### config.mk
export PLATFORM = sky130hd
export DESIGN_NAME = elgamal_signature_verify_top
export DESIGN_NICKNAME = d
export VERILOG_FILES = /design/src/sv/esv_pkg.sv /design/src/sv/esv_mulmod.sv /design/src/sv/esv_datapath.sv /design/src/sv/esv_ctrl.sv /design/src/sv/elgamal_signature_verify_top.sv
export SDC_FILE = /design/constraint.sdc
export NUM_CORES = 1
export LEC_CHECK = 0
export BUFFER_PORTS_ARGS = -buffer_cell sky130_fd_sc_hd__buf_2
export CAP_MARGIN = 10
export CORE_MARGIN = 2
export CORE_UTILIZATION = 40
export CTS_CLUSTER_DIAMETER = 30
export CTS_CLUSTER_SIZE = 40
export DETAILED_ROUTE_END_ITERATION = 16
export GPL_ROUTABILITY_DRIVEN = 0
export REMOVE_ABC_BUFFERS = 1
export SETUP_SLACK_MARGIN = 0.1
export SLEW_MARGIN = 20
export SYNTH_ARGS = -nofsm -noshare
export SYNTH_HDL_FRONTEND = slang
export SYNTH_HIERARCHICAL = 1
export SYNTH_SLANG_ARGS = --single-unit
### constraint.sdc
create_clock -name i_clk -period 10.8 [get_ports i_clk]
set_input_delay 2.16 -clock i_clk [delete_from_list [all_inputs] [get_ports i_clk]]
set_output_delay 2.16 -clock i_clk [all_outputs]
set_load 0.05 [all_outputs]
### src/sv/esv_pkg.sv
// Shared types and constants for the ElGamal signature check.
// No dependencies; imported by the controller, datapath and top level.
package esv_pkg;

    localparam int CFG_IDX_W = 2;

    localparam logic [CFG_IDX_W-1:0] CFG_MODULUS    = 2'd0;
    localparam logic [CFG_IDX_W-1:0] CFG_GENERATOR  = 2'd1;
    localparam logic [CFG_IDX_W-1:0] CFG_PUBLIC_KEY = 2'd2;

    typedef enum logic [1:0] {
        MS_RED,
        MS_SQR,
        MS_MUL,
        MS_PROD
    } t_mul_sel;

    typedef enum logic [1:0] {
        PH_KEY,
        PH_SIG,
        PH_GEN
    } t_phase;

    typedef struct packed {
        logic     load_in;
        logic     exp_init;
        logic     exp_shift;
        logic     mul_start;
        t_mul_sel sel;
        t_phase   phase;
        logic     store;
        logic     load_out;
    } t_dp_cmd;

    typedef struct packed {
        logic mul_done;
        logic mul_busy;
        logic exp_bit;
        logic exp_last;
        logic p_small;
    } t_dp_sts;

endpackage

### src/sv/esv_mulmod.sv
// Bit-serial modular multiplier: one multiplier bit per cycle, MSB first.
// Standalone; instantiated by esv_datapath. Requires i_a < i_m.
module esv_mulmod #(
    parameter int W = 32
) (
    input  logic         i_clk,
    input  logic         i_rst_n,
    input  logic         i_start,
    input  logic [W-1:0] i_a,
    input  logic [W-1:0] i_b,
    input  logic [W-1:0] i_m,
    output logic [W-1:0] o_res,
    output logic         o_busy,
    output logic         o_done
);

    localparam int CW = $clog2(W);

    logic [W-1:0]  r_acc, r_a, r_b;
    logic [CW-1:0] r_cnt;
    logic          r_busy, r_done;

    logic [W:0]   dbl, dbl_red, sum, sum_red, m_ext;
    logic [W-1:0] n_acc;

    always_comb begin
        m_ext   = {1'b0, i_m};
        dbl     = {r_acc, 1'b0};
        dbl_red = (dbl >= m_ext) ? dbl - m_ext : dbl;
        sum     = dbl_red + {1'b0, r_a};
        sum_red = (sum >= m_ext) ? sum - m_ext : sum;
        n_acc   = r_b[W-1] ? sum_red[W-1:0] : dbl_red[W-1:0];
    end

    always_ff @(posedge i_clk) begin
        if (!i_rst_n) begin
            r_busy <= 1'b0;
            r_done <= 1'b0;
        end else begin
            r_done <= 1'b0;
            if (i_start) begin
                r_busy <= 1'b1;
                r_acc  <= '0;
                r_a    <= i_a;
                r_b    <= i_b;
                r_cnt  <= CW'(W - 1);
            end else if (r_busy) begin
                r_acc <= n_acc;
                r_b   <= r_b << 1;
                r_cnt <= r_cnt - 1'b1;
                if (r_cnt == '0) begin
                    r_busy <= 1'b0;
                    r_done <= 1'b1;
                end
            end
        end
    end

    assign o_res  = r_acc;
    assign o_busy = r_busy;
    assign o_done = r_done;

endmodule

### src/sv/esv_datapath.sv
// Datapath: config registers, operand latches, exponent shifter, results.
// Depends on esv_pkg and esv_mulmod.
module esv_datapath
    import esv_pkg::*;
#(
    parameter int MOD_WIDTH  = 32,
    parameter int HASH_WIDTH = 64
) (
    input  logic                  i_clk,
    input  logic                  i_rst_n,
    input  logic                  i_cfg_we,
    input  logic [CFG_IDX_W-1:0]  i_cfg_idx,
    input  logic [MOD_WIDTH-1:0]  i_cfg_data,
    input  logic [MOD_WIDTH-1:0]  i_sig_r,
    input  logic [MOD_WIDTH-1:0]  i_sig_s,
    input  logic [HASH_WIDTH-1:0] i_msg_hash,
    output logic                  o_valid_res,
    input  t_dp_cmd               i_cmd,
    output t_dp_sts               o_sts
);

    localparam int EXP_W = (MOD_WIDTH > HASH_WIDTH) ? MOD_WIDTH : HASH_WIDTH;
    localparam int ECW   = $clog2(EXP_W);

    logic [MOD_WIDTH-1:0]  r_mod, r_gen, r_key;
    logic [MOD_WIDTH-1:0]  r_r, r_s;
    logic [HASH_WIDTH-1:0] r_h;
    logic [EXP_W-1:0]      r_exp;
    logic [ECW-1:0]        r_ecnt;
    logic [MOD_WIDTH-1:0]  r_pw, r_base, r_fa, r_fb, r_f;
    logic                  r_match, r_res;
    t_mul_sel              r_sel;

    logic [MOD_WIDTH-1:0] mul_a, mul_b, red_src, mul_res;
    logic                 mul_busy, mul_done;

    always_comb begin
        case (i_cmd.phase)
            PH_KEY:  red_src = r_key;
            PH_SIG:  red_src = r_r;
            PH_GEN:  red_src = r_gen;
            default: red_src = r_gen;
        endcase
        case (i_cmd.sel)
            MS_RED: begin
                mul_a = MOD_WIDTH'(1);
                mul_b = red_src;
            end
            MS_SQR: begin
                mul_a = r_pw;
                mul_b = r_pw;
            end
            MS_MUL: begin
                mul_a = r_base;
                mul_b = r_pw;
            end
            default: begin
                mul_a = r_fa;
                mul_b = r_fb;
            end
        endcase
    end

    esv_mulmod #(
        .W (MOD_WIDTH)
    ) u_mulmod (
        .i_clk   (i_clk),
        .i_rst_n (i_rst_n),
        .i_start (i_cmd.mul_start),
        .i_a     (mul_a),
        .i_b     (mul_b),
        .i_m     (r_mod),
        .o_res   (mul_res),
        .o_busy  (mul_busy),
        .o_done  (mul_done)
    );

    always_ff @(posedge i_clk) begin
        if (!i_rst_n) begin
            r_mod <= MOD_WIDTH'(2);
            r_gen <= '0;
            r_key <= '0;
        end else if (i_cfg_we) begin
            case (i_cfg_idx)
                CFG_MODULUS:    r_mod <= i_cfg_data;
                CFG_GENERATOR:  r_gen <= i_cfg_data;
                CFG_PUBLIC_KEY: r_key <= i_cfg_data;
                default:        ;
            endcase
        end
    end

    always_ff @(posedge i_clk) begin
        if (i_cmd.load_in) begin
            r_r     <= i_sig_r;
            r_s     <= i_sig_s;
            r_h     <= i_msg_hash;
            r_match <= 1'b0;
        end
        if (i_cmd.exp_init) begin
            r_pw <= MOD_WIDTH'(1);
            case (i_cmd.phase)
                PH_KEY: begin
                    r_exp  <= EXP_W'(r_r) << (EXP_W - MOD_WIDTH);
                    r_ecnt <= ECW'(MOD_WIDTH - 1);
                end
                PH_SIG: begin
                    r_exp  <= EXP_W'(r_s) << (EXP_W - MOD_WIDTH);
                    r_ecnt <= ECW'(MOD_WIDTH - 1);
                end
                default: begin
                    r_exp  <= EXP_W'(r_h) << (EXP_W - HASH_WIDTH);
                    r_ecnt <= ECW'(HASH_WIDTH - 1);
                end
            endcase
        end else if (i_cmd.exp_shift) begin
            r_exp  <= r_exp << 1;
            r_ecnt <= r_ecnt - 1'b1;
        end
        if (i_cmd.mul_start) begin
            r_sel <= i_cmd.sel;
        end
        if (mul_done) begin
            case (r_sel)
                MS_RED:  r_base  <= mul_res;
                MS_SQR:  r_pw    <= mul_res;
                MS_MUL:  r_pw    <= mul_res;
                default: r_match <= (mul_res == r_f);
            endcase
        end
        if (i_cmd.store) begin
            case (i_cmd.phase)
                PH_KEY:  r_fa <= r_pw;
                PH_SIG:  r_fb <= r_pw;
                default: r_f  <= r_pw;
            endcase
        end
        if (i_cmd.load_out) begin
            r_res <= r_match;
        end
    end

    assign o_valid_res    = r_res;
    assign o_sts.mul_done = mul_done;
    assign o_sts.mul_busy = mul_busy;
    assign o_sts.exp_bit  = r_exp[EXP_W-1];
    assign o_sts.exp_last = (r_ecnt == '0);
    assign o_sts.p_small  = (r_mod[MOD_WIDTH-1:1] == '0);

endmodule

### src/sv/esv_ctrl.sv
// Controller: sequences reduction, square-and-multiply and final product.
// Depends on esv_pkg; drives esv_datapath through t_dp_cmd.
module esv_ctrl
    import esv_pkg::*;
(
    input  logic    i_clk,
    input  logic    i_rst_n,
    input  logic    i_in_valid,
    output logic    o_in_stall,
    output logic    o_out_valid,
    input  logic    i_out_stall,
    output t_dp_cmd o_cmd,
    input  t_dp_sts i_sts
);

    typedef enum logic [3:0] {
        S_IDLE,
        S_INIT,
        S_WRED,
        S_WSQ,
        S_WML,
        S_NEXT,
        S_ADV,
        S_PROD,
        S_WPR,
        S_FIN
    } t_state;

    t_state  r_state;
    t_dp_cmd r_cmd;
    logic    r_ov;
    logic    in_acc, out_acc;

    assign in_acc  = (r_state == S_IDLE) && i_in_valid;
    assign out_acc = r_ov && !i_out_stall;

    always_ff @(posedge i_clk) begin
        if (!i_rst_n) begin
            r_state <= S_IDLE;
            r_cmd   <= '0;
            r_ov    <= 1'b0;
        end else begin
            r_cmd.exp_init  <= 1'b0;
            r_cmd.exp_shift <= 1'b0;
            r_cmd.mul_start <= 1'b0;
            r_cmd.store     <= 1'b0;
            r_cmd.load_out  <= 1'b0;
            if (out_acc) begin
                r_ov <= 1'b0;
            end
            if (r_cmd.load_out) begin
                r_ov <= 1'b1;
            end
            case (r_state)
                S_IDLE: begin
                    if (in_acc) begin
                        r_cmd.phase <= PH_KEY;
                        r_state     <= i_sts.p_small ? S_FIN : S_INIT;
                    end
                end
                S_INIT: begin
                    r_cmd.exp_init  <= 1'b1;
                    r_cmd.mul_start <= 1'b1;
                    r_cmd.sel       <= MS_RED;
                    r_state         <= S_WRED;
                end
                S_WRED: begin
                    if (i_sts.mul_done) begin
                        r_cmd.mul_start <= 1'b1;
                        r_cmd.sel       <= MS_SQR;
                        r_state         <= S_WSQ;
                    end
                end
                S_WSQ: begin
                    if (i_sts.mul_done) begin
                        if (i_sts.exp_bit) begin
                            r_cmd.mul_start <= 1'b1;
                            r_cmd.sel       <= MS_MUL;
                            r_state         <= S_WML;
                        end else begin
                            r_state <= S_NEXT;
                        end
                    end
                end
                S_WML: begin
                    if (i_sts.mul_done) begin
                        r_state <= S_NEXT;
                    end
                end
                S_NEXT: begin
                    if (i_sts.exp_last) begin
                        r_cmd.store <= 1'b1;
                        r_state     <= (r_cmd.phase == PH_GEN) ? S_PROD : S_ADV;
                    end else begin
                        r_cmd.exp_shift <= 1'b1;
                        r_cmd.mul_start <= 1'b1;
                        r_cmd.sel       <= MS_SQR;
                        r_state         <= S_WSQ;
                    end
                end
                S_ADV: begin
                    r_cmd.phase <= (r_cmd.phase == PH_KEY) ? PH_SIG : PH_GEN;
                    r_state     <= S_INIT;
                end
                S_PROD: begin
                    r_cmd.mul_start <= 1'b1;
                    r_cmd.sel       <= MS_PROD;
                    r_state         <= S_WPR;
                end
                S_WPR: begin
                    if (i_sts.mul_done) begin
                        r_state <= S_FIN;
                    end
                end
                S_FIN: begin
                    if (!r_ov || out_acc) begin
                        r_cmd.load_out <= 1'b1;
                        r_state        <= S_IDLE;
                    end
                end
                default: r_state <= S_IDLE;
            endcase
        end
    end

    // operands are latched at the transfer edge itself
    always_comb begin
        o_cmd         = r_cmd;
        o_cmd.load_in = in_acc;
    end

    assign o_in_stall  = (r_state != S_IDLE);
    assign o_out_valid = r_ov;

`ifndef SYNTH
    a_start_idle: assert property (@(posedge i_clk) disable iff (!i_rst_n)
        r_cmd.mul_start |-> !i_sts.mul_busy)
        else $error("multiply started while unit busy");

    a_accept_path: assert property (@(posedge i_clk) disable iff (!i_rst_n)
        in_acc |=> (r_state == S_INIT || r_state == S_FIN))
        else $error("bad state after input transfer");

    a_fin_hold: assert property (@(posedge i_clk) disable iff (!i_rst_n)
        (r_state == S_FIN && r_ov && !out_acc) |=> r_state == S_FIN)
        else $error("result overwrote pending output");

    a_out_set: assert property (@(posedge i_clk) disable iff (!i_rst_n)
        r_cmd.load_out |=> r_ov)
        else $error("output loaded without valid");
`endif

endmodule

### src/sv/elgamal_signature_verify_top.sv
// Channel  | Handshake                 | Payload
// input    | i_in_valid / o_in_stall   | i_sig_r, i_sig_s, i_msg_hash
// output   | o_out_valid / i_out_stall | o_valid_res
// config   | i_cfg_we (no wait)        | i_cfg_idx, i_cfg_data
// One item at a time; the modular multiplies in the bit-serial multiplier
// set the rate, plus one control step per exponent bit.
// If the modulus is below 2, the item skips the exponentiations and
// gives an invalid result.
// Synchronous active-low reset; a held result does not block acceptance of the
// next item, whose result then waits until the held one is taken.
// Top level; depends on esv_pkg, esv_ctrl, esv_datapath, esv_mulmod.
module elgamal_signature_verify_top
    import esv_pkg::*;
#(
    parameter int MOD_WIDTH  = 32,
    parameter int HASH_WIDTH = 64
) (
    input  logic                  i_clk,
    input  logic                  i_rst_n,
    input  logic                  i_in_valid,
    output logic                  o_in_stall,
    input  logic [MOD_WIDTH-1:0]  i_sig_r,
    input  logic [MOD_WIDTH-1:0]  i_sig_s,
    input  logic [HASH_WIDTH-1:0] i_msg_hash,
    output logic                  o_out_valid,
    input  logic                  i_out_stall,
    output logic                  o_valid_res,
    input  logic                  i_cfg_we,
    input  logic [CFG_IDX_W-1:0]  i_cfg_idx,
    input  logic [MOD_WIDTH-1:0]  i_cfg_data
);

    t_dp_cmd cmd;
    t_dp_sts sts;

    esv_ctrl u_ctrl (
        .i_clk       (i_clk),
        .i_rst_n     (i_rst_n),
        .i_in_valid  (i_in_valid),
        .o_in_stall  (o_in_stall),
        .o_out_valid (o_out_valid),
        .i_out_stall (i_out_stall),
        .o_cmd       (cmd),
        .i_sts       (sts)
    );

    esv_datapath #(
        .MOD_WIDTH  (MOD_WIDTH),
        .HASH_WIDTH (HASH_WIDTH)
    ) u_datapath (
        .i_clk       (i_clk),
        .i_rst_n     (i_rst_n),
        .i_cfg_we    (i_cfg_we),
        .i_cfg_idx   (i_cfg_idx),
        .i_cfg_data  (i_cfg_data),
        .i_sig_r     (i_sig_r),
        .i_sig_s     (i_sig_s),
        .i_msg_hash  (i_msg_hash),
        .o_valid_res (o_valid_res),
        .i_cmd       (cmd),
        .o_sts       (sts)
    );

endmodule
### Yosys cells after proc, flatten, opt, wreduce, memory -nomap -nowiden

Index checks and enable logic that the tools add are counted.

| storage, ports and cells | value |
|---|---|
| bits in registers | 575 |
| input bits | 167 |
| output and inout bits | 3 |
| logic and storage cells | 155 |

| cells by class | value |
|---|---|
| $add $sub $neg | 5 |
| magnitude comparators | 2 |
| equality and inequality tests | 26 |
| muxes and demuxes | 50 |
| bitwise gates (word level) | 3 |
| reduce and logical (&&, ||, !) cells | 38 |

Operators by type and width:

| kind | count |
|---|---|
| two-way mux 32 bit | 8 |
| two-way mux 64 bit | 2 |
| one-hot mux 32 bit (2 select lines) | 2 |
| one-hot mux 64 bit (2 select lines) | 1 |
| one-hot mux 32 bit (3 select lines) | 1 |
| >= comparator 33 x 32 -> 1 bit | 2 |
| one-hot mux 4 bit (10 select lines) | 1 |
| two-way mux 4 bit | 9 |
| adder 33 x 32 -> 33 bit | 1 |
| two-way mux 33 bit | 1 |
| subtractor 33 x 32 -> 33 bit | 1 |
| equality test 32 bit | 1 |
| subtractor 32 bit | 1 |
| zero test 31 bit | 1 |
| AND reduction 2 bit | 12 |
| two-way mux 6 bit | 3 |
| equality test 4 x 3 -> 1 bit (second input constant) | 4 |
| one-hot mux 3 bit (5 select lines) | 1 |
| two-way mux 1 bit | 14 |
| != test 2 x 1 -> 1 bit (second input constant) | 7 |
| two-way mux 3 bit | 3 |
| equality test 2 x 1 -> 1 bit (second input constant) | 4 |
| equality test 2 bit (second input constant) | 4 |
| equality test 4 x 2 -> 1 bit (second input constant) | 2 |
| 23 further kinds | 38 |

### Longest topological paths before layout

Gate-level depths: netlist (run 1).

| depth | value |
|---|---|
| depth in word-level cells | 7 |
| gate-level depth with buffers | 38 |
| depth with buffers taken out | 33 |

### Cells and area by module

Netlist (run 1), hierarchy kept.

Modules (own cells, without submodules):

| module | times used | cells an instance | area each (um^2) | seq. area each (um^2) |
|---|---|---|---|---|
| esv_datapath | 1 | 1557 | 18546.5 | 12462.0 |
| esv_mulmod | 1 | 1090 | 9985.8 | 3072.9 |
| esv_ctrl | 1 | 90 | 734.5 | 280.3 |

### Worst setup path before layout (run 1)

OpenSTA, ideal clock, no wires.

| timing path | value |
|---|---|
| kind | flip-flop to flip-flop |
| from | reg u_datapath.u_mulmod.r_acc[9], in the netlist u_datapath/u_mulmod/o_res[9] |
| to | reg u_datapath.u_mulmod.r_acc[12], in the netlist u_datapath/u_mulmod/o_res[12], data pin |
| library setup time | 261 ps |
| arrival time | 6846 ps |
| required time | 10539 ps |
| setup slack | 3693 ps |
| stages on the path, launching flop included | 35 |
| path buffers | 4 |
| clock period less this slack | 7107 ps |
| path through | edfxtp_1 -> ha_1 -> buf_6 -> nand3_1 -> nor3_1 -> nand3_1 -> a21oi_1 -> o21bai_2 -> a211oi_2 -> or2_1 -> buf_2 -> buf_2 -> mux2_2 -> ha_1 -> a21oi_1 -> o32ai_1 -> a21oi_1 -> a211oi_2 -> a21bo_1 -> a21oi_1 -> nor2_1 -> a311oi_1 -> xor2_1 -> inv_1 -> ha_1 -> and3_1 -> a211o_1 -> a21o_1 -> a21o_1 -> o2111ai_1 -> and3_1 -> o211a_4 -> nand2_4 -> buf_6 -> a221o_1 |

| between the ends | value |
|---|---|
| longest elaborated chain between the ends | 7 |
| elaborated cells between the ends (all ways) | 9 |
| classes of those cells | add/sub (3); order compare (2); mux (4) |

Ends and longest elaborated chain:

| what | line | text |
|---|---|---|
| from (decl) | esv_mulmod.sv:19 | `logic [W-1:0] r_acc, r_a, r_b;` |
| from (signal assigned) | esv_mulmod.sv:48 | `r_acc <= n_acc;` |
| subtractor 33 x 32 -> 33 bit or >= comparator 33 x 32 -> 1 bit (tied branches) | esv_mulmod.sv:29 | `dbl_red = (dbl >= m_ext) ? dbl - m_ext : dbl;` |
| two-way mux 33 bit (*) | esv_mulmod.sv:29 |  |
| adder 33 x 32 -> 33 bit | esv_mulmod.sv:30 | `sum = dbl_red + {1'b0, r_a};` |
| subtractor 32 bit or >= comparator 33 x 32 -> 1 bit (tied branches) | esv_mulmod.sv:31 | `sum_red = (sum >= m_ext) ? sum - m_ext : sum;` |
| two-way mux 32 bit | esv_mulmod.sv:31 |  |
| two-way mux 32 bit (*) | esv_mulmod.sv:32 | `n_acc = r_b[W-1] ? sum_red[W-1:0] : dbl_red[W-1:0];` |
| two-way mux 32 bit (*) | esv_mulmod.sv:47 | `end else if (r_busy) begin` |

Every way passes the cells marked *; elsewhere a longest branch is shown, timed or not. The select of a mux whose other input is x is not followed.
A chain may end at the register's enable or synchronous reset.

### Worst setup path after layout (run 1)

| timing path | value |
|---|---|
| from | reg u_datapath.r_mod[24] |
| to | reg u_datapath.u_mulmod.r_acc[2], in the netlist u_datapath/u_mulmod/o_res[2], data pin |

| between the ends | value |
|---|---|
| longest elaborated chain between the ends | 7 |
| elaborated cells between the ends (all ways) | 9 |
| classes of those cells | add/sub (3); order compare (2); mux (4) |

Ends and longest elaborated chain:

| what | line | text |
|---|---|---|
| from (decl) | esv_datapath.sv:25 | `logic [MOD_WIDTH-1:0] r_mod, r_gen, r_key;` |
| from (signal assigned) | esv_datapath.sv:85 | `CFG_MODULUS: r_mod <= i_cfg_data;` |
| subtractor 33 x 32 -> 33 bit or >= comparator 33 x 32 -> 1 bit (tied branches) | esv_mulmod.sv:29 |  |
| two-way mux 33 bit | esv_mulmod.sv:29 |  |
| adder 33 x 32 -> 33 bit | esv_mulmod.sv:30 |  |
| >= comparator 33 x 32 -> 1 bit or subtractor 32 bit (tied branches) | esv_mulmod.sv:31 |  |
| two-way mux 32 bit | esv_mulmod.sv:31 |  |
| two-way mux 32 bit (*) | esv_mulmod.sv:32 |  |
| two-way mux 32 bit (*) | esv_mulmod.sv:47 |  |

Marked as above.

==> impl_metrics.yaml, run 1 <==
sta:
  slew_headroom_pct: 30.8
  fin_crit_sh_pct: 86.5
  worstMarginPinSlew_ns: 1.04
  min_period_ns: 9.34
  setup_tns_ns: 0
  skew_ns: 0.0488
  setup_viol: 0
  fmax_mhz: 107
  hold_viol: 0
  timing.hold.ws_ns: 0.463
  slew_viol_final: 0
  grt_setup_unrepaired: "no"
clock_tree:
  clkSinkCount: 575
  cts_buffers: 106
  cts_buffer_depth: 3
  holdBufCountCts: 0
  cts_tree: "done"
  cts.repair.resized: 0
  cts_max_level: 3
  clkTransAtPathRegs_ns: 0.05
  clockRootBuffer: "clkbuf_16"
  post_cts_buffers: 0
  clock_latency_ns: 0.68
die:
  die_area_um2: 75300
  die_w_um: 274
  io_pins: 170
  fp.dieH_um: 274
  start_util_pct: 40.2
  coreArea_um2: 72700
  rows: 99
final_layout:
  fin_nets: 3167
  final_cell_mix: "488 x nand2_1, 430 x edfxtp_1, 257 x o21ai_0"
  areaGrowthSynthToFinish_pct: 18.9
  mostFrequentLayoutCell: "nand2_1"
  final_area_um2: 34800
  fill_cells: 6449
  drive_above_1_share_pct: 17.1
route:
  first_pass_iters: 8
  drc: 0
  routed_wl_um: 80700
  vias: 21873
  ant_nets: 0
  initialDrtViolationCount: 2118
  wl_per_cell_um: 20.4
  viasPerCell: 5.54
global_routing:
  grtUsageMet3_pct: 4.29
  top_usage_layer: "met2"
  grt_use_met2_pct: 33.8
  overflow: 0
  grtUsageTotal_pct: 21.4
  grt_pass1_vias: 21691
  grt.met1_usage_pct: 29.4
  grt_max_degree: 102
  grt_pass1_wl_um: 125000
  antenna_found_initial: 2
logic_synthesis:
  avgSynthCellArea_um2: 10.7
  yosysWarnings: 6
  syn-cell-area_um2: 29300
  syn_inst: 2736
worst_setup_path:
  worst-r2r-setup-slack_ns: 1.46
  cp.arrival_ns: 9.72
  ff2ff_path_depth: 30
  crit_type: "flip-flop to flip-flop"
  crit_required_ns: 11.18
  max_stage_delay_ns: 0.51
  worstPathMaxFanout: 23
  critical_path.startpoint_type: "flip-flop"
  cpMostUsedCell: "a21o_1"
  setup.worst_path.end: "u_datapath/u_mulmod/o_res[2]"
  slowest_stage: "nor4_1"
  crit_start: "u_datapath/r_mod[24]"
  timing.rr.end: "u_datapath/u_mulmod/o_res[2]"
  r2r_start: "u_datapath/r_mod[24]"
  cp-end-kind: "flip-flop"
placement:
  dpl.hpwl_um: 55900
  numPortBuffers: 169
  dpl_cell_area_um2: 30900
power:
  cellLeakagePower_nw: 11.9
  vdd_drop_max_mv: 0.173
  power_density_nw_per_um2: 261
flow_run:
  max_cap_viol_count: 0
status:
  status: "finished clean"
min_path:
  hp-start: "u_datapath/r_key[30]"
  hold_class: "flip-flop to flip-flop"
[how the worst min path moves through the flow]
stage                                  to  slack, ns  depth (start not counted)
2_1_floorplan      u_datapath/o_valid_res       0.41                          0
3_3_place_gp       u_datapath/o_valid_res       0.44                          0
3_5_place_dp       u_datapath/o_valid_res       0.46                          0
4_1_cts              u_datapath/r_gen[27]       0.47                          2
5_1_grt        u_datapath/u_mulmod/o_done       0.48                          2
6_report             u_datapath/r_key[30]       0.46                          2
[worst max-delay path: cells and delay by family (launching register included)]
kind	cells	cell delay [ns]
AO/OA/AOI/OAI	15	3.62
AND/OR/NAND/NOR	8	2.61
adder cells (fa/ha/maj)	3	1.29
buffers and inverters	2	0.48
flip-flops	1	0.43
multiplexers	1	0.40
XOR/XNOR	1	0.23
[per-layer routing]
layer / routed length (µm) / vias to the layer above
met5: 21 / -
met4: 1770 / 4
met3: 6020 / 126
met2: 37000 / 855
met1: 35800 / 10546
li1: - / 10342
[stage by stage]
stage / total power, W / setup WS (ns) / util [%] / instances
after floorplan: 0.00474 / 2.99 / - / 2588
after global placement: 0.00546 / 1.96 / 42.5 / 3743
after detailed placement: 0.00551 / 1.86 / 42.5 / 3743
after CTS: 0.00905 / 1.80 / 47.8 / 3943
after global routing: 0.00952 / 1.20 / 47.8 / 3943
final: 0.00910 / 1.46 / 47.8 / 3945
[report_power, final]
part           total, W  internal (W)  switching [W]
Sequential      0.00267       0.00257      0.0000956
Clock           0.00350       0.00229        0.00121
Combinational   0.00292       0.00113        0.00179
Total           0.00910       0.00599        0.00310
[area by class of cell]
cell class              instances  area [µm²]  area share, %
flip-flops and latches        575       15800           45.5
multi-input cells            1901       12400           35.7
inverters                     112         425           1.22
diodes                          2        5.00         0.0144
clock inverters                77        1040           3.00
well taps                     959        1200           3.45
clock buffers                 123        2830           8.13
repair buffers                196        1050           3.01
[registers in the layout (all words and copies together) (netlist names), 6 cells and up]
register and count:
u_datapath/r_h 64, u_datapath/r_ecnt 6, u_datapath/r_fb 32, u_datapath/r_mod 32, u_datapath/r_f 32, u_datapath/r_fa 32
u_datapath/u_mulmod/r_b 32, u_datapath/r_gen 32, u_ctrl/o_cmd 9, u_datapath/r_key 32, u_datapath/r_pw 32, u_datapath/r_r 32
u_datapath/r_s 32, u_datapath/r_exp 64, u_datapath/r_base 32, u_datapath/u_mulmod/r_a 32, u_datapath/u_mulmod/o_res 32
(Power assumes the default switching activity.)
==> run 2: changes to the inputs <==
--- a/config.mk
+++ b/config.mk
@@ -13,6 +13,7 @@
 export CTS_CLUSTER_SIZE = 40
 export DETAILED_ROUTE_END_ITERATION = 16
 export GPL_ROUTABILITY_DRIVEN = 0
+export MAX_ROUTING_LAYER = met4
 export REMOVE_ABC_BUFFERS = 1
 export SETUP_SLACK_MARGIN = 0.1
 export SLEW_MARGIN = 20
==> run 2 against run 1 <==
Effect of this change:
- sequential cell count is the same
- total power is essentially flat
- critical endpoint unchanged
- sequential power is essentially flat
- maximum frequency grew 1.2%
- design area is essentially flat
- core utilization is essentially flat
- routed wire length shrank 0.12%
- cell count is essentially flat
- non-clock buffer count is the same
- global-route usage grew 0.63 points
==> impl_metrics.yaml, run 2 (synthesis gave the netlist of run 1 again) <==
die:
  fp.dieH_um: 274
  start_util_pct: 40.2
  coreArea_um2: 72700
  die_area_um2: 75300
  die_w_um: 274
  rows: 99
  io_pins: 170
sta:
  setup_viol: 0
  slew_viol_final: 0
  grt_setup_unrepaired: "no"
  slew_headroom_pct: 29.8
  hold_viol: 0
  fin_crit_sh_pct: 85.5
  skew_ns: 0.0492
  setup_tns_ns: 0
  worstMarginPinSlew_ns: 1.05
  timing.hold.ws_ns: 0.463
  min_period_ns: 9.24
  fmax_mhz: 108
min_path:
  hold_class: "flip-flop to flip-flop"
global_routing:
  overflow: 0
  grt_pass1_wl_um: 125000
  grt_pass1_vias: 21689
  grt_max_degree: 102
  grtUsageTotal_pct: 22.0
  antenna_found_initial: 2
worst_setup_path:
  crit_required_ns: 11.18
  max_stage_delay_ns: 0.47
  cpMostUsedCell: "a21o_1"
  cp-end-kind: "flip-flop"
  slowest_stage: "or2_1"
  cp.arrival_ns: 9.62
  critical_path.startpoint_type: "flip-flop"
  crit_type: "flip-flop to flip-flop"
  worstPathMaxFanout: 23
clock_tree:
  holdBufCountCts: 0
  post_cts_buffers: 0
  clkTransAtPathRegs_ns: 0.05
  cts_max_level: 3
  cts.repair.resized: 0
  clkSinkCount: 575
  cts_buffers: 106
  cts_buffer_depth: 3
  cts_tree: "done"
  clockRootBuffer: "clkbuf_16"
  clock_latency_ns: 0.68
power:
  power_density_nw_per_um2: 261
  combinationalPowerShare_pct: 32.1
  p_int_w: 0.00599
  swShare_pct: 34.1
  clockPowerShare_pct: 38.5
  cellLeakagePower_nw: 11.9
  total_power_w: 0.00910
  power_switching_w: 0.00310
  p_seq_share_pct: 29.3
  vdd_drop_max_mv: 0.173
final_layout:
  fin_cells: 3947
  fill_cells: 6447
  fin_nets: 3167
  drive_above_1_share_pct: 17.1
  final_cell_mix: "488 x nand2_1, 430 x edfxtp_1, 257 x o21ai_0"
  reg.largest.list: "u_datapath/r_exp (64), u_datapath/r_h (64)"
  areaGrowthSynthToFinish_pct: 18.9
  multiInputGateArea_um2: 12400
  final-seq-area_um2: 15800
  mostFrequentLayoutCell: "nand2_1"
route:
  drc: 0
  initialDrtViolationCount: 2083
  first_pass_iters: 8
  ant_nets: 0
  wl_per_cell_um: 20.4
  routed_wl_um: 80600
  vias: 21918
  viasPerCell: 5.55
placement:
  numPortBuffers: 169
  dpl.hpwl_um: 55900
  placed_cells: 3743
flow_run:
  max_cap_viol_count: 0
status:
  status: "finished clean"
[run 2: cell count changes in the layout (fill, tap and decap cells not counted)]
cell,before,now
diode_2,2,4
[run 2: path summary, 6_finish.rpt]
kind / from / to / slack, ns / depth (start not counted)
worst max register to register: u_datapath/r_mod[24] / u_datapath/u_mulmod/o_res[2] / 1.56 / 30
worst max-delay path: u_datapath/r_mod[24] / u_datapath/u_mulmod/o_res[2] / 1.56 / 30
worst min register to register: u_datapath/r_key[31] / u_datapath/r_key[31] / 0.46 / 2
worst min-delay path: u_datapath/r_key[31] / u_datapath/r_key[31] / 0.46 / 2
[run 2: layout make-up]
class | count | area share [%]
antenna | 4 | 0.0288
clock buffer | 123 | 8.13
clock inverter | 77 | 3.00
inverter | 112 | 1.22
multi-input combinational | 1901 | 35.7
sequential | 575 | 45.5
tap | 959 | 3.45
timing repair buffer | 196 | 3.01
[run 2: per-layer routing]
layer  GRT usage (%)  wire length (µm)
met3            3.88              5950
met2            34.0             37000
met4            6.48              1670
met5               -                 0
met1            29.5             35900
[run 2: power groups by stage]
stage | registers [W] | clock network (W) | logic (W)
2_1_floorplan | 0.00268 | 0 | 0.00206
3_3_place_gp | 0.00271 | 0 | 0.00275
3_5_place_dp | 0.00271 | 0 | 0.00281
4_1_cts | 0.00267 | 0.00355 | 0.00283
5_1_grt | 0.00268 | 0.00367 | 0.00317
6_report | 0.00267 | 0.00350 | 0.00292
[run 2: per-stage QoR]
stage | cell area (µm²) | setup WS, ns | utilization (%)
after CTS | 34800 | 1.80 | 47.8
after global routing | 34800 | 1.20 | 47.8
final | 34800 | 1.56 | 47.9
after global placement | 30900 | 1.96 | 42.5
after detailed placement | 30900 | 1.86 | 42.5
after floorplan | 28600 | 2.99 | -
[run 2: critical path: cells and delay by family, from the launching register on]
family,cells,cell delay (ns)
XOR/XNOR,1,0.22
multiplexers,1,0.40
AND/OR/NAND/NOR,8,2.54
AO/OA/AOI/OAI,15,3.60
adder cells (fa/ha/maj),3,1.28
flip-flops,1,0.41
buffers and inverters,2,0.47
